$ cat config.mk
export PLATFORM = sky130hd
export DESIGN_NAME = punk_console_pulse_generator_core_flat
export DESIGN_NICKNAME = d
export VERILOG_FILES = /design/src/rtl/pcpg_pkg.sv /design/src/rtl/pcpg_if.sv /design/src/rtl/pcpg_vol_scale.sv /design/src/rtl/punk_console_pulse_generator_core.sv /design/src/flat_wrapper.sv
export SDC_FILE = /design/constraint.sdc
export NUM_CORES = 1
export LEC_CHECK = 0
export ABC_AREA = 1
export BUFFER_PORTS_ARGS = -buffer_cell sky130_fd_sc_hd__buf_4
export CAP_MARGIN = 20
export CORE_ASPECT_RATIO = 0.9
export CORE_UTILIZATION = 60
export CTS_BUF_LIST = sky130_fd_sc_hd__clkbuf_8 sky130_fd_sc_hd__clkbuf_16
export CTS_CLUSTER_DIAMETER = 80
export CTS_CLUSTER_SIZE = 16
export DETAILED_ROUTE_END_ITERATION = 6
export HOLD_SLACK_MARGIN = 0.15
export PLACE_DENSITY = 0.8
export SLEW_MARGIN = 30
export SYNTH_ARGS = -nofsm -noshare
export SYNTH_HDL_FRONTEND = slang
export SYNTH_SLANG_ARGS = --single-unit
$ cat constraint.sdc
create_clock -name clk_i -period 6 [get_ports clk_i]
set_clock_uncertainty 0.1 [all_clocks]
set_input_delay 0.6 -clock clk_i [delete_from_list [all_inputs] [get_ports clk_i]]
set_output_delay 0.6 -clock clk_i [all_outputs]
set_load 0.05 [all_outputs]
$ cat src/rtl/pcpg_pkg.sv
// Types, constants and helpers for the punk console pulse generator.
package pcpg_pkg;

  // Phase and period formats
  localparam int unsigned PHASE_W   = 25;
  localparam int unsigned PERIOD_W  = 24;
  localparam int unsigned VOL_W     = 7;
  localparam int unsigned CFG_IDX_W = 2;

  localparam logic [PHASE_W-1:0]  PHASE_MAX   = {PHASE_W{1'b1}};
  localparam logic [PERIOD_W-1:0] TRIG_RESET  = 24'd614400;
  localparam logic [PERIOD_W-1:0] PULSE_RESET = 24'd307200;
  localparam logic [PHASE_W-1:0]  NEXT_RESET  = 25'd614400;
  localparam logic [VOL_W-1:0]    VOL_MAX     = 7'd100;

  // Defaults for the top-level parameters
  localparam int unsigned PHASE_FRAC_BITS_DEF = 8;
  localparam int unsigned SAMPLE_BITS_DEF     = 16;

  // Register map
  typedef enum logic [CFG_IDX_W-1:0] {
    REG_TRIGGER_PERIOD = 2'd0,
    REG_PULSE_LENGTH   = 2'd1,
    REG_VOLUME         = 2'd2
  } cfg_reg_e;

  // Waveform segment reported with each sample
  typedef enum logic [1:0] {
    WP_LOW  = 2'd0,
    WP_RISE = 2'd1,
    WP_HIGH = 2'd2,
    WP_FALL = 2'd3
  } wave_phase_e;

  // Add two phase values, saturating at the top of the phase range
  function automatic logic [PHASE_W-1:0] sat_add(input logic [PHASE_W-1:0] a,
                                                 input logic [PHASE_W-1:0] b);
    logic [PHASE_W:0] s;
    s = {1'b0, a} + {1'b0, b};
    return s[PHASE_W] ? PHASE_MAX : s[PHASE_W-1:0];
  endfunction

endpackage

$ cat src/rtl/pcpg_if.sv
// Stream channels of the pulse generator: tick input and sample output.
interface pcpg_in_if;
  logic valid;
  logic ready;
  logic enable;

  modport source (output valid, output enable, input ready);
  modport sink   (input valid, input enable, output ready);
endinterface

interface pcpg_out_if #(
  parameter int unsigned SAMPLE_BITS = 16
);
  import pcpg_pkg::*;
  logic                          valid;
  logic                          ready;
  logic signed [SAMPLE_BITS-1:0] sample;
  wave_phase_e                   wave_phase;

  modport source (output valid, output sample, output wave_phase, input ready);
  modport sink   (input valid, input sample, input wave_phase, output ready);
endinterface

$ cat src/rtl/pcpg_vol_scale.sv
// Volume scaler: level times volume, then exact divide by 100 via reciprocal.
module pcpg_vol_scale import pcpg_pkg::*; #(
  parameter int unsigned SAMPLE_BITS = SAMPLE_BITS_DEF
) (
  input  logic                          clk_i,
  input  logic                          rst_ni,
  input  logic                          valid_i,
  output logic                          ready_o,
  input  logic signed [SAMPLE_BITS-1:0] level_i,
  input  logic [VOL_W-1:0]              vol_i,
  input  wave_phase_e                   wp_i,
  pcpg_out_if.source                    out_ch_o
);

  // Product width, shift and reciprocal; exact floor(x/100) for x below 2^PROD_W
  localparam int unsigned PROD_W  = SAMPLE_BITS + VOL_W;
  localparam int unsigned SHIFT   = PROD_W + 7;
  localparam int unsigned RECIP_W = PROD_W + 1;
  localparam int unsigned FULL_W  = PROD_W + RECIP_W;
  localparam logic [RECIP_W-1:0] RECIP =
    RECIP_W'(((64'd1 << SHIFT) + 64'd99) / 64'd100);

  logic                   s2_v_q;
  logic [PROD_W-1:0]      prod_q;
  logic                   neg_q;
  wave_phase_e            s2_wp_q;
  logic                   o_v_q;
  logic [SAMPLE_BITS-1:0] o_sample_q;
  wave_phase_e            o_wp_q;

  logic                   rdy2;
  logic                   rdy3;
  logic [SAMPLE_BITS-1:0] mag;
  logic [FULL_W-1:0]      quot_full;
  logic [SAMPLE_BITS-1:0] quot;
  logic [SAMPLE_BITS-1:0] sample_d;

  // Advance a stage when it is empty or the one after it moves
  assign rdy3    = !o_v_q || out_ch_o.ready;
  assign rdy2    = !s2_v_q || rdy3;
  assign ready_o = rdy2;

  // Magnitude of the level; the most negative value maps to its unsigned pattern
  assign mag = level_i[SAMPLE_BITS-1] ? (~level_i + 1'b1) : level_i;

  // Divide the registered product by 100 and restore the sign
  assign quot_full = FULL_W'(prod_q) * FULL_W'(RECIP);
  assign quot      = SAMPLE_BITS'(quot_full >> SHIFT);
  assign sample_d  = neg_q ? (~quot + 1'b1) : quot;

  // Stage valid flags
  always_ff @(posedge clk_i or negedge rst_ni) begin
    if (!rst_ni) begin
      s2_v_q <= 1'b0;
      o_v_q  <= 1'b0;
    end else begin
      if (rdy2) begin
        s2_v_q <= valid_i;
      end
      if (rdy3) begin
        o_v_q <= s2_v_q;
      end
    end
  end

  // Stage payloads
  always_ff @(posedge clk_i) begin
    if (rdy2 && valid_i) begin
      prod_q  <= PROD_W'(mag) * PROD_W'(vol_i);
      neg_q   <= level_i[SAMPLE_BITS-1];
      s2_wp_q <= wp_i;
    end
    if (rdy3 && s2_v_q) begin
      o_sample_q <= sample_d;
      o_wp_q     <= s2_wp_q;
    end
  end

  assign out_ch_o.valid      = o_v_q;
  assign out_ch_o.sample     = o_sample_q;
  assign out_ch_o.wave_phase = o_wp_q;

endmodule

$ cat src/rtl/punk_console_pulse_generator_core.sv
// Top level of the punk console pulse generator: phase state, level update, output pipe.
//
//   channel   | direction | carries              | handshake
//   ----------+-----------+----------------------+-------------------
//   in_ch_i   | sink      | enable               | valid / ready
//   out_ch_o  | source    | sample, wave_phase   | valid / ready
//   cfg_*_i   | write     | idx, data            | we, no wait
//
// One word is taken per cycle unless the output stalls; results go to the first stage.
// The phase and level update finishes in the accept cycle.
// The volume product and the reciprocal divide by 100 each take one pipeline stage.
// Stalls on the output back up stage by stage; a stage that is empty still takes a word.
// Reset presets the registers and oscillator state and clears the pipe's valid flags.
module punk_console_pulse_generator_core import pcpg_pkg::*; #(
  parameter int unsigned PHASE_FRAC_BITS = PHASE_FRAC_BITS_DEF,
  parameter int unsigned SAMPLE_BITS     = SAMPLE_BITS_DEF
) (
  input  logic                  clk_i,
  input  logic                  rst_ni,
  input  logic                  cfg_we_i,
  input  logic [CFG_IDX_W-1:0]  cfg_idx_i,
  input  logic [PERIOD_W-1:0]   cfg_data_i,
  pcpg_in_if.sink               in_ch_i,
  pcpg_out_if.source            out_ch_o
);

  localparam logic [PHASE_W-1:0] ONE = PHASE_W'(1) << PHASE_FRAC_BITS;
  localparam logic [SAMPLE_BITS-1:0] LEVEL_LOW  = {1'b1, {(SAMPLE_BITS-1){1'b0}}};
  localparam logic [SAMPLE_BITS-1:0] LEVEL_HIGH = {1'b0, {(SAMPLE_BITS-1){1'b1}}};
  localparam int unsigned RAMP_W = PHASE_FRAC_BITS + SAMPLE_BITS;

  // Scale a sub-sample phase difference to the full level span
  function automatic logic [SAMPLE_BITS-1:0] ramp(input logic [PHASE_W-1:0] d);
    logic [RAMP_W-1:0] w;
    w = RAMP_W'(d[PHASE_FRAC_BITS-1:0]) << SAMPLE_BITS;
    return SAMPLE_BITS'(w >> PHASE_FRAC_BITS);
  endfunction

  logic [PERIOD_W-1:0]    trig_q;
  logic [PERIOD_W-1:0]    pulse_q;
  logic [VOL_W-1:0]       vol_q;
  logic [PHASE_W-1:0]     pa_q,  pa_d;
  logic [PHASE_W-1:0]     nt_q,  nt_d;
  logic [SAMPLE_BITS-1:0] lvl_q, lvl_d;
  wave_phase_e            wp_d;

  logic                   s1_v_q;
  logic [SAMPLE_BITS-1:0] s1_lvl_q;
  logic [VOL_W-1:0]       s1_vol_q;
  wave_phase_e            s1_wp_q;

  logic                   s1_rdy;
  logic                   sc_rdy;
  logic                   accept;
  logic [PHASE_W-1:0]     tp_c;
  logic [PHASE_W-1:0]     pl_c;
  logic [VOL_W-1:0]       vol_c;
  logic [PHASE_W-1:0]     pa_inc;
  logic [PHASE_W-1:0]     d_rise;
  logic [PHASE_W-1:0]     d_fall;

  // Handshake
  assign s1_rdy        = !s1_v_q || sc_rdy;
  assign in_ch_i.ready = s1_rdy;
  assign accept        = in_ch_i.valid && s1_rdy;

  // Clamp periods to one sample and volume to 100 percent
  assign tp_c  = ({1'b0, trig_q} < ONE)  ? ONE : {1'b0, trig_q};
  assign pl_c  = ({1'b0, pulse_q} < ONE) ? ONE : {1'b0, pulse_q};
  assign vol_c = (vol_q > VOL_MAX) ? VOL_MAX : vol_q;

  assign pa_inc = sat_add(pa_q, ONE);
  assign d_rise = pa_q - nt_q;
  assign d_fall = pa_q - pl_c;

  // Next oscillator state for an enabled tick
  always_comb begin
    pa_d  = pa_inc;
    nt_d  = nt_q;
    lvl_d = lvl_q;
    wp_d  = WP_LOW;
    if (pa_q >= nt_q) begin
      wp_d = WP_RISE;
      if (d_rise >= ONE) begin
        lvl_d = LEVEL_HIGH;
        pa_d  = sat_add(d_rise, ONE);
        nt_d  = tp_c;
      end else begin
        lvl_d = LEVEL_LOW + ramp(d_rise);
      end
    end else if (lvl_q != LEVEL_LOW && pa_q >= pl_c) begin
      wp_d = WP_FALL;
      if (d_fall >= ONE) begin
        lvl_d = LEVEL_LOW;
      end else begin
        lvl_d = LEVEL_HIGH - ramp(d_fall);
      end
    end else if (lvl_q != LEVEL_LOW) begin
      wp_d = WP_HIGH;
      // absorb trigger points passed while high
      if (pa_inc >= nt_q) begin
        nt_d = sat_add(nt_q, tp_c);
      end
    end
  end

  // Configuration registers
  always_ff @(posedge clk_i or negedge rst_ni) begin
    if (!rst_ni) begin
      trig_q  <= TRIG_RESET;
      pulse_q <= PULSE_RESET;
      vol_q   <= VOL_MAX;
    end else if (cfg_we_i) begin
      case (cfg_reg_e'(cfg_idx_i))
        REG_TRIGGER_PERIOD: trig_q  <= cfg_data_i;
        REG_PULSE_LENGTH:   pulse_q <= cfg_data_i;
        REG_VOLUME:         vol_q   <= cfg_data_i[VOL_W-1:0];
        default: ;
      endcase
    end
  end

  // Oscillator state; hold it on disabled ticks
  always_ff @(posedge clk_i or negedge rst_ni) begin
    if (!rst_ni) begin
      pa_q  <= '0;
      nt_q  <= NEXT_RESET;
      lvl_q <= LEVEL_LOW;
    end else if (accept && in_ch_i.enable) begin
      pa_q  <= pa_d;
      nt_q  <= nt_d;
      lvl_q <= lvl_d;
    end
  end

  // First pipe stage: valid flag
  always_ff @(posedge clk_i or negedge rst_ni) begin
    if (!rst_ni) begin
      s1_v_q <= 1'b0;
    end else if (s1_rdy) begin
      s1_v_q <= in_ch_i.valid;
    end
  end

  // First pipe stage: new level, segment and gain; silence when disabled
  always_ff @(posedge clk_i) begin
    if (accept) begin
      s1_lvl_q <= in_ch_i.enable ? lvl_d : '0;
      s1_wp_q  <= in_ch_i.enable ? wp_d : WP_LOW;
      s1_vol_q <= vol_c;
    end
  end

  pcpg_vol_scale #(
    .SAMPLE_BITS (SAMPLE_BITS)
  ) u_vol_scale (
    .clk_i    (clk_i),
    .rst_ni   (rst_ni),
    .valid_i  (s1_v_q),
    .ready_o  (sc_rdy),
    .level_i  (s1_lvl_q),
    .vol_i    (s1_vol_q),
    .wp_i     (s1_wp_q),
    .out_ch_o (out_ch_o)
  );

endmodule

$ cat src/flat_wrapper.sv
// flat-port wrapper written by rule: the top's interface ports become plain ports
module punk_console_pulse_generator_core_flat import pcpg_pkg::*;
#(
  parameter int unsigned PHASE_FRAC_BITS = PHASE_FRAC_BITS_DEF,
  parameter int unsigned SAMPLE_BITS     = SAMPLE_BITS_DEF
)
  (clk_i, rst_ni, cfg_we_i, cfg_idx_i, cfg_data_i, in_ch_i_valid, in_ch_i_enable, in_ch_i_ready, out_ch_o_valid, out_ch_o_sample, out_ch_o_wave_phase, out_ch_o_ready);
  pcpg_in_if in_ch_i_i ();
  pcpg_out_if #(.SAMPLE_BITS(SAMPLE_BITS)) out_ch_o_i ();
  input  logic clk_i;
  input  logic rst_ni;
  input  logic cfg_we_i;
  input  logic [CFG_IDX_W-1:0] cfg_idx_i;
  input  logic [PERIOD_W-1:0] cfg_data_i;
  input wire logic [$bits(in_ch_i_i.valid)-1:0] in_ch_i_valid;
  input wire logic [$bits(in_ch_i_i.enable)-1:0] in_ch_i_enable;
  output wire logic [$bits(in_ch_i_i.ready)-1:0] in_ch_i_ready;
  output wire logic [$bits(out_ch_o_i.valid)-1:0] out_ch_o_valid;
  output wire logic [$bits(out_ch_o_i.sample)-1:0] out_ch_o_sample;
  output wire logic [$bits(out_ch_o_i.wave_phase)-1:0] out_ch_o_wave_phase;
  input wire logic [$bits(out_ch_o_i.ready)-1:0] out_ch_o_ready;
  assign in_ch_i_i.valid = in_ch_i_valid;
  assign in_ch_i_i.enable = in_ch_i_enable;
  assign in_ch_i_ready = in_ch_i_i.ready;
  assign out_ch_o_valid = out_ch_o_i.valid;
  assign out_ch_o_sample = out_ch_o_i.sample;
  assign out_ch_o_wave_phase = out_ch_o_i.wave_phase;
  assign out_ch_o_i.ready = out_ch_o_ready;
  punk_console_pulse_generator_core #(.PHASE_FRAC_BITS(PHASE_FRAC_BITS), .SAMPLE_BITS(SAMPLE_BITS)) u_core (.clk_i(clk_i), .rst_ni(rst_ni), .cfg_we_i(cfg_we_i), .cfg_idx_i(cfg_idx_i), .cfg_data_i(cfg_data_i), .in_ch_i(in_ch_i_i), .out_ch_o(out_ch_o_i));
endmodule
Word level (Yosys, flattened, before mapping)
Cells that the tools add are included.
{"block": "word_totals", "ff_bits": 193, "in_bits": 32, "output_inout_bits": 20, "elab_cells": 85}
{"block": "classes", "add_sub_neg": 9, "multipliers": 2, "magnitude_cmp": 8, "n_eq_ne": 5, "mux": 21, "n_bitwise": 3, "n_reduce_logical": 19}
{"op": "25-bit 2-to-1 mux", "count": 10}
{"op": "16-bit 2-to-1 mux", "count": 6}
{"op": "25-bit greater-or-equal comparator", "count": 3}
{"op": "25-bit by 9-bit adder with 26-bit output, second input constant", "count": 2}
{"op": "25-bit by 9-bit greater-or-equal comparator with 1-bit output, second input constant", "count": 2}
{"op": "25-bit subtractor", "count": 2}
{"op": "24-bit by 9-bit less-than comparator with 1-bit output, second input constant", "count": 2}
{"op": "24-bit 2-to-1 mux", "count": 2}
{"op": "23-bit by 24-bit multiplier with 46-bit output, second input constant", "count": 1}
{"op": "16-bit by 1-bit adder with 16-bit output, second input constant", "count": 2}
{"op": "16-bit inverter", "count": 2}
{"op": "25-bit by 25-bit adder with 26-bit output", "count": 1}
{"op": "16-bit by 7-bit multiplier with 23-bit output", "count": 1}
{"op": "16-bit adder, first input constant", "count": 1}
{"op": "16-bit inequality test, second input constant", "count": 1}
{"op": "15-bit by 16-bit subtractor with 16-bit output, first input constant", "count": 1}
{"op": "7-bit greater-than comparator, second input constant", "count": 1}
{"op": "2-bit AND reduction", "count": 3}
{"op": "1-bit logical AND", "count": 5}
{"op": "5-bit AND reduction", "count": 1}
{"op": "2-bit 2-to-1 mux", "count": 2}
{"op": "2-bit nonzero test", "count": 2}
{"op": "1-bit zero test", "count": 3}
{"op": "1-bit logical OR", "count": 3}
{"op": "other kinds (8)", "count": 8}

Logic depth before layout (Yosys ltp)
{"block": "logic_depth", "ltp_word": 8, "depth_mapped": 36, "mapped_depth_nobuf": 36}

Hierarchy
A second synthesis with hierarchy kept.
{"block": "hier_totals", "hier_cells": 4158, "area_unflattened_um2": 29737.3}
{"module": "pcpg_vol_scale", "n_inst": 1, "cells_per_inst": 2058, "area_each_um2": 16457.0, "seq_area_each_um2": 1371.3}
{"module": "punk_console_pulse_generator_core", "n_inst": 1, "cells_per_inst": 2100, "area_each_um2": 13280.2, "seq_area_each_um2": 3823.7}

Least setup slack after synthesis
Ideal clock, no wire load.
{"block": "synth_timing", "path_type": "flip-flop to flip-flop", "startpoint": "register u_core.u_vol_scale.prod_q[6]", "endpoint": "register u_core.u_vol_scale.o_sample_q[6], in the netlist u_core.u_vol_scale.out_ch_o.sample[6], data pin", "setup_time_ns": 0.254, "t_arrival_ns": 6.187, "required_ns": 5.646, "path_slack_ns": -0.541, "stages_incl_launch_ff": 30, "n_path_buf": 0, "cell_sequence": "edfxtp_1 inv_1 fa_1 inv_1 fa_1 inv_1 fa_1 fa_1 inv_1 fa_1 fa_1 inv_1 fa_1 inv_1 ha_1 nand2_1 nor2_1 inv_1 nor3_1 nand2_1 nand2_1 nand2_1 nand2_1 ha_1 inv_1 nor2_1 nand3b_1 o21ai_0 xor2_1 inv_1"}
{"block": "synth_via", "elab_chain_cells": 4}
{"element": "start, declared", "line": "pcpg_vol_scale.sv:24", "text": "logic [PROD_W-1:0] prod_q;"}
{"element": "start signal, assigned", "line": "pcpg_vol_scale.sv:69", "text": "prod_q <= PROD_W'(mag) * PROD_W'(vol_i);"}
{"element": "23-bit by 24-bit multiplier with 46-bit output (*)", "line": "pcpg_vol_scale.sv:47", "text": "assign quot_full = FULL_W'(prod_q) * FULL_W'(RECIP);"}
{"element": "16-bit inverter", "line": "pcpg_vol_scale.sv:49", "text": "assign sample_d = neg_q ? (~quot + 1'b1) : quot;"}
{"element": "16-bit by 1-bit adder with 16-bit output", "line": "pcpg_vol_scale.sv:49"}
{"element": "16-bit 2-to-1 mux (*)", "line": "pcpg_vol_scale.sv:49"}
{"element": "via u_core.u_vol_scale.sample_d[6]", "line": "pcpg_vol_scale.sv:36", "text": "logic [SAMPLE_BITS-1:0] sample_d;"}
{"element": "end signal, assigned", "line": "pcpg_vol_scale.sv:74", "text": "o_sample_q <= sample_d;"}
{"element": "end, declared", "line": "pcpg_vol_scale.sv:28", "text": "logic [SAMPLE_BITS-1:0] o_sample_q;"}
The timed path passes the listed nets; every way through them passes the cells marked *.
A chain may end at the register's enable or synchronous reset.

Worst setup path after layout
{"block": "layout_timing", "startpoint": "register u_core.u_vol_scale.prod_q[6]", "endpoint": "register u_core.u_vol_scale.o_sample_q[14], in the netlist u_core.u_vol_scale.out_ch_o.sample[14], data pin"}
The elaborated chain is that of the path after synthesis.

==> results.tsv <==
metric	value	unit
status	finished, violations left	
failing checks	negative setup slack	
largest family of logic cells by synthesized area	adder cells	
Final Hold Vio Count	0	
top-count cell post-synth	nand2_1	
area occupied by multi-input gates	21400	um2
Boundary Pins	52	
vias in the first global route	26200	
crit end category	flip-flop	
Max stage delay cell, worst path	fa_1	
DR WL/cell	17.6	um
Synth Cell Area	29200	um2
synth unique cells	51	
fmax	0.150	GHz
GPL Wtd Cong	1.05	
# diodes	0	
mux contribution to synthesized area	0	%
Worst-Margin Slew	0.989	ns
Post-Syn Area per Cell	7.26	um2
Slew Viols, Final	0	
Post-synth ARST share	64.2	%
largest net degree at the start of global routing	67	
Post-synth top cells	nand2_1, inv_1, ha_1	
area leader, netlist	fa_1	
CTS H-tree depth	4	
final wirelength	87400	um
synthesized net count	4707	
Rows	76	
Die Footprint	49600	um2
layout cells sized above 1	14.3	%
Initial Util	60.9	%
sequential share of the synthesized area	17.8	%
initial drt markers	2652	
RSZ-0062 raised after global routing	yes	
Mapped Cells	4027	
Synth Area in XOR/XNOR	2.90	%
Simple-Gate Fraction of Synth Area	24.5	%
CP Class	reg -> reg	
most used cell, CP	fa_1	
Critical Path AT	6.84	ns
Core ar.	48000	um2
CTS tree	built	
Clock Sinks	193	
DRC viols	0	
gr ovfl total	0	
crit start category	flip-flop	
setup slack after layout	-0.685	ns
worst skew pair latency	0.51	ns
clk slew on worst S/H paths	0.08	ns
Pre-antenna DRT Iters	6	
first-pass GRT wire length	136000	um
Routed met1 length	38400	um
IO Port Bufs	51	
max-cap violations	0	
CTS Buffer Depth	2	
top_reg_cell synth	dfrtp_1	
Fillers	3773	
EDFF count, synth	69	
wire length on met3	9290	um
Slew HR	33.5	%
Synth Area in Compound Gates	7.83	%
top cell type's share of synthesized area	18.1	%
adder-cell share of the synthesized area	34.5	%
Reg area	5190	um2
Die Height	211	um
Area Overhead vs Synth	16.0	%
routed wl met2	37600	um
Worst EP required	6.16	ns
Post-DRT Antenna Nets	0	
setup violators final	15	
TritonCTS Buffers	17	
DP HPWL	71500	um
Vias/cell	5.55	
Worst Hold Class	in -> reg	
YS warnings	0	
antenna violations before repair	0	
top layer in use	met4	
final worst path period need	6.68	ns
R2R Setup Slk	-0.68	ns
via count	27500	
root buf cell	clkbuf_16	
Synth area leaders	fa_1, ha_1, nand2_1	
chip width	235	um
crit-path max cell delay	0.57	ns
CP max FO	4	
Final #Nets	5001	
fin util	70.6	%
gr usage total	35.0	%
post-synthesis register bit count	193	
period utilization	111	%
[cells by family after synthesis]
family	Yosys count
AO/OA/AOI/OAI	419
buffers and inverters	954
XOR/XNOR	96
flip-flops	193
AND/OR/NAND/NOR	1717
adder cells (fa/ha/maj)	648
[worst max-delay path, delay by kind of cell (launching register included)]
family | cells | cell delay [ns]
adder cells (fa/ha/maj) | 8 | 3.71
AND/OR/NAND/NOR | 13 | 1.20
buffers and inverters | 8 | 0.56
AO/OA/AOI/OAI | 2 | 0.39
flip-flops | 1 | 0.49
[cells in the final DEF (no fill, tap or decap), types with 28 or more instances in the layout]
cell type / Yosys / layout
inv_2: 8 / 28
nand3_1: 162 / 154
nand4_1: 86 / 86
a21oi_1: 183 / 160
o21ai_0: 143 / 127
buf_4: 3 / 336
edfxtp_1: 69 / 69
nor2_1: 316 / 282
nor3_1: 39 / 33
nand2_1: 1042 / 1002
dfrtp_1: 108 / 108
ha_1: 383 / 359
fa_1: 265 / 256
nand2_2: 4 / 37
xor2_1: 67 / 65
inv_1: 873 / 852
[layout make-up]
type                            instances  area share, %
Tap cell                              624           2.30
Sequential cell                       193           15.3
Inverter                              883           9.77
Clock buffer                           18           1.29
Clock inverter                         14          0.598
Timing Repair Buffer                  346           7.77
Multi-Input combinational cell       2880           63.0
[metal layers]
metal	vias to the layer above	GRT usage, %
met4	0	9.17
met5	-	0
li1	13200	-
met3	169	8.51
met1	12900	50.3
met2	1258	52.6
[sequential cells by signal (all words and copies together), names as in the netlist]
name / count
u_core.nt_q: 25
u_core.u_vol_scale.s2_wp_q: 2
u_core.s1_wp_q: 2
u_core.u_vol_scale.out_ch_o.valid: 1
u_core.u_vol_scale.out_ch_o.sample: 16
u_core.s1_v_q: 1
u_core.pa_q: 25
u_core.vol_q: 7
u_core.lvl_q: 16
u_core.u_vol_scale.prod_q: 23
u_core.u_vol_scale.out_ch_o.wave_phase: 2
u_core.trig_q: 24
u_core.s1_lvl_q: 16
u_core.s1_vol_q: 7
u_core.u_vol_scale.neg_q: 1
u_core.u_vol_scale.s2_v_q: 1
u_core.pulse_q: 24
[path summary, 6_finish.rpt]
kind	from	to	cells after the start
max	u_core.u_vol_scale.prod_q[6]	u_core.u_vol_scale.out_ch_o.sample[14]	31
max in group asynchronous	rst_ni	u_core.lvl_q[10]	3
min	cfg_data_i[13]	u_core.pulse_q[13]	3
min in group asynchronous	rst_ni	u_core.trig_q[12]	2
min reg2reg	u_core.s1_wp_q[1]	u_core.u_vol_scale.s2_wp_q[1]	0
max reg2reg	u_core.u_vol_scale.prod_q[6]	u_core.u_vol_scale.out_ch_o.sample[14]	31
[through the flow]
step / setup slack, ns / area (um2) / cells / hold WS [ns] / TNS, ns
2_1_floorplan: -0.253 / 29300 / 4027 / 0.204 / -1.97
3_3_place_gp: -0.548 / 32100 / 4884 / 0.302 / -5.82
3_5_place_dp: -0.659 / 32100 / 4884 / 0.306 / -7.30
4_1_cts: -0.477 / 33400 / 4938 / 0.219 / -5.34
5_1_grt: -0.884 / 33900 / 4958 / 0.253 / -10.85
6_report: -0.685 / 33900 / 4958 / 0.229 / -7.78
[timing repair]
action	4_1_cts	5_1_grt
hold endpoints to repair	50	0
gates resized for setup	119	104
setup endpoints to repair	15	22
pin swaps	71	52
hold buffers	1	0
buffers inserted	22	20
Power is left out: the tool's default activity adds up to more than one toggle a clock period on the data nets, which glitch-free logic cannot reach.
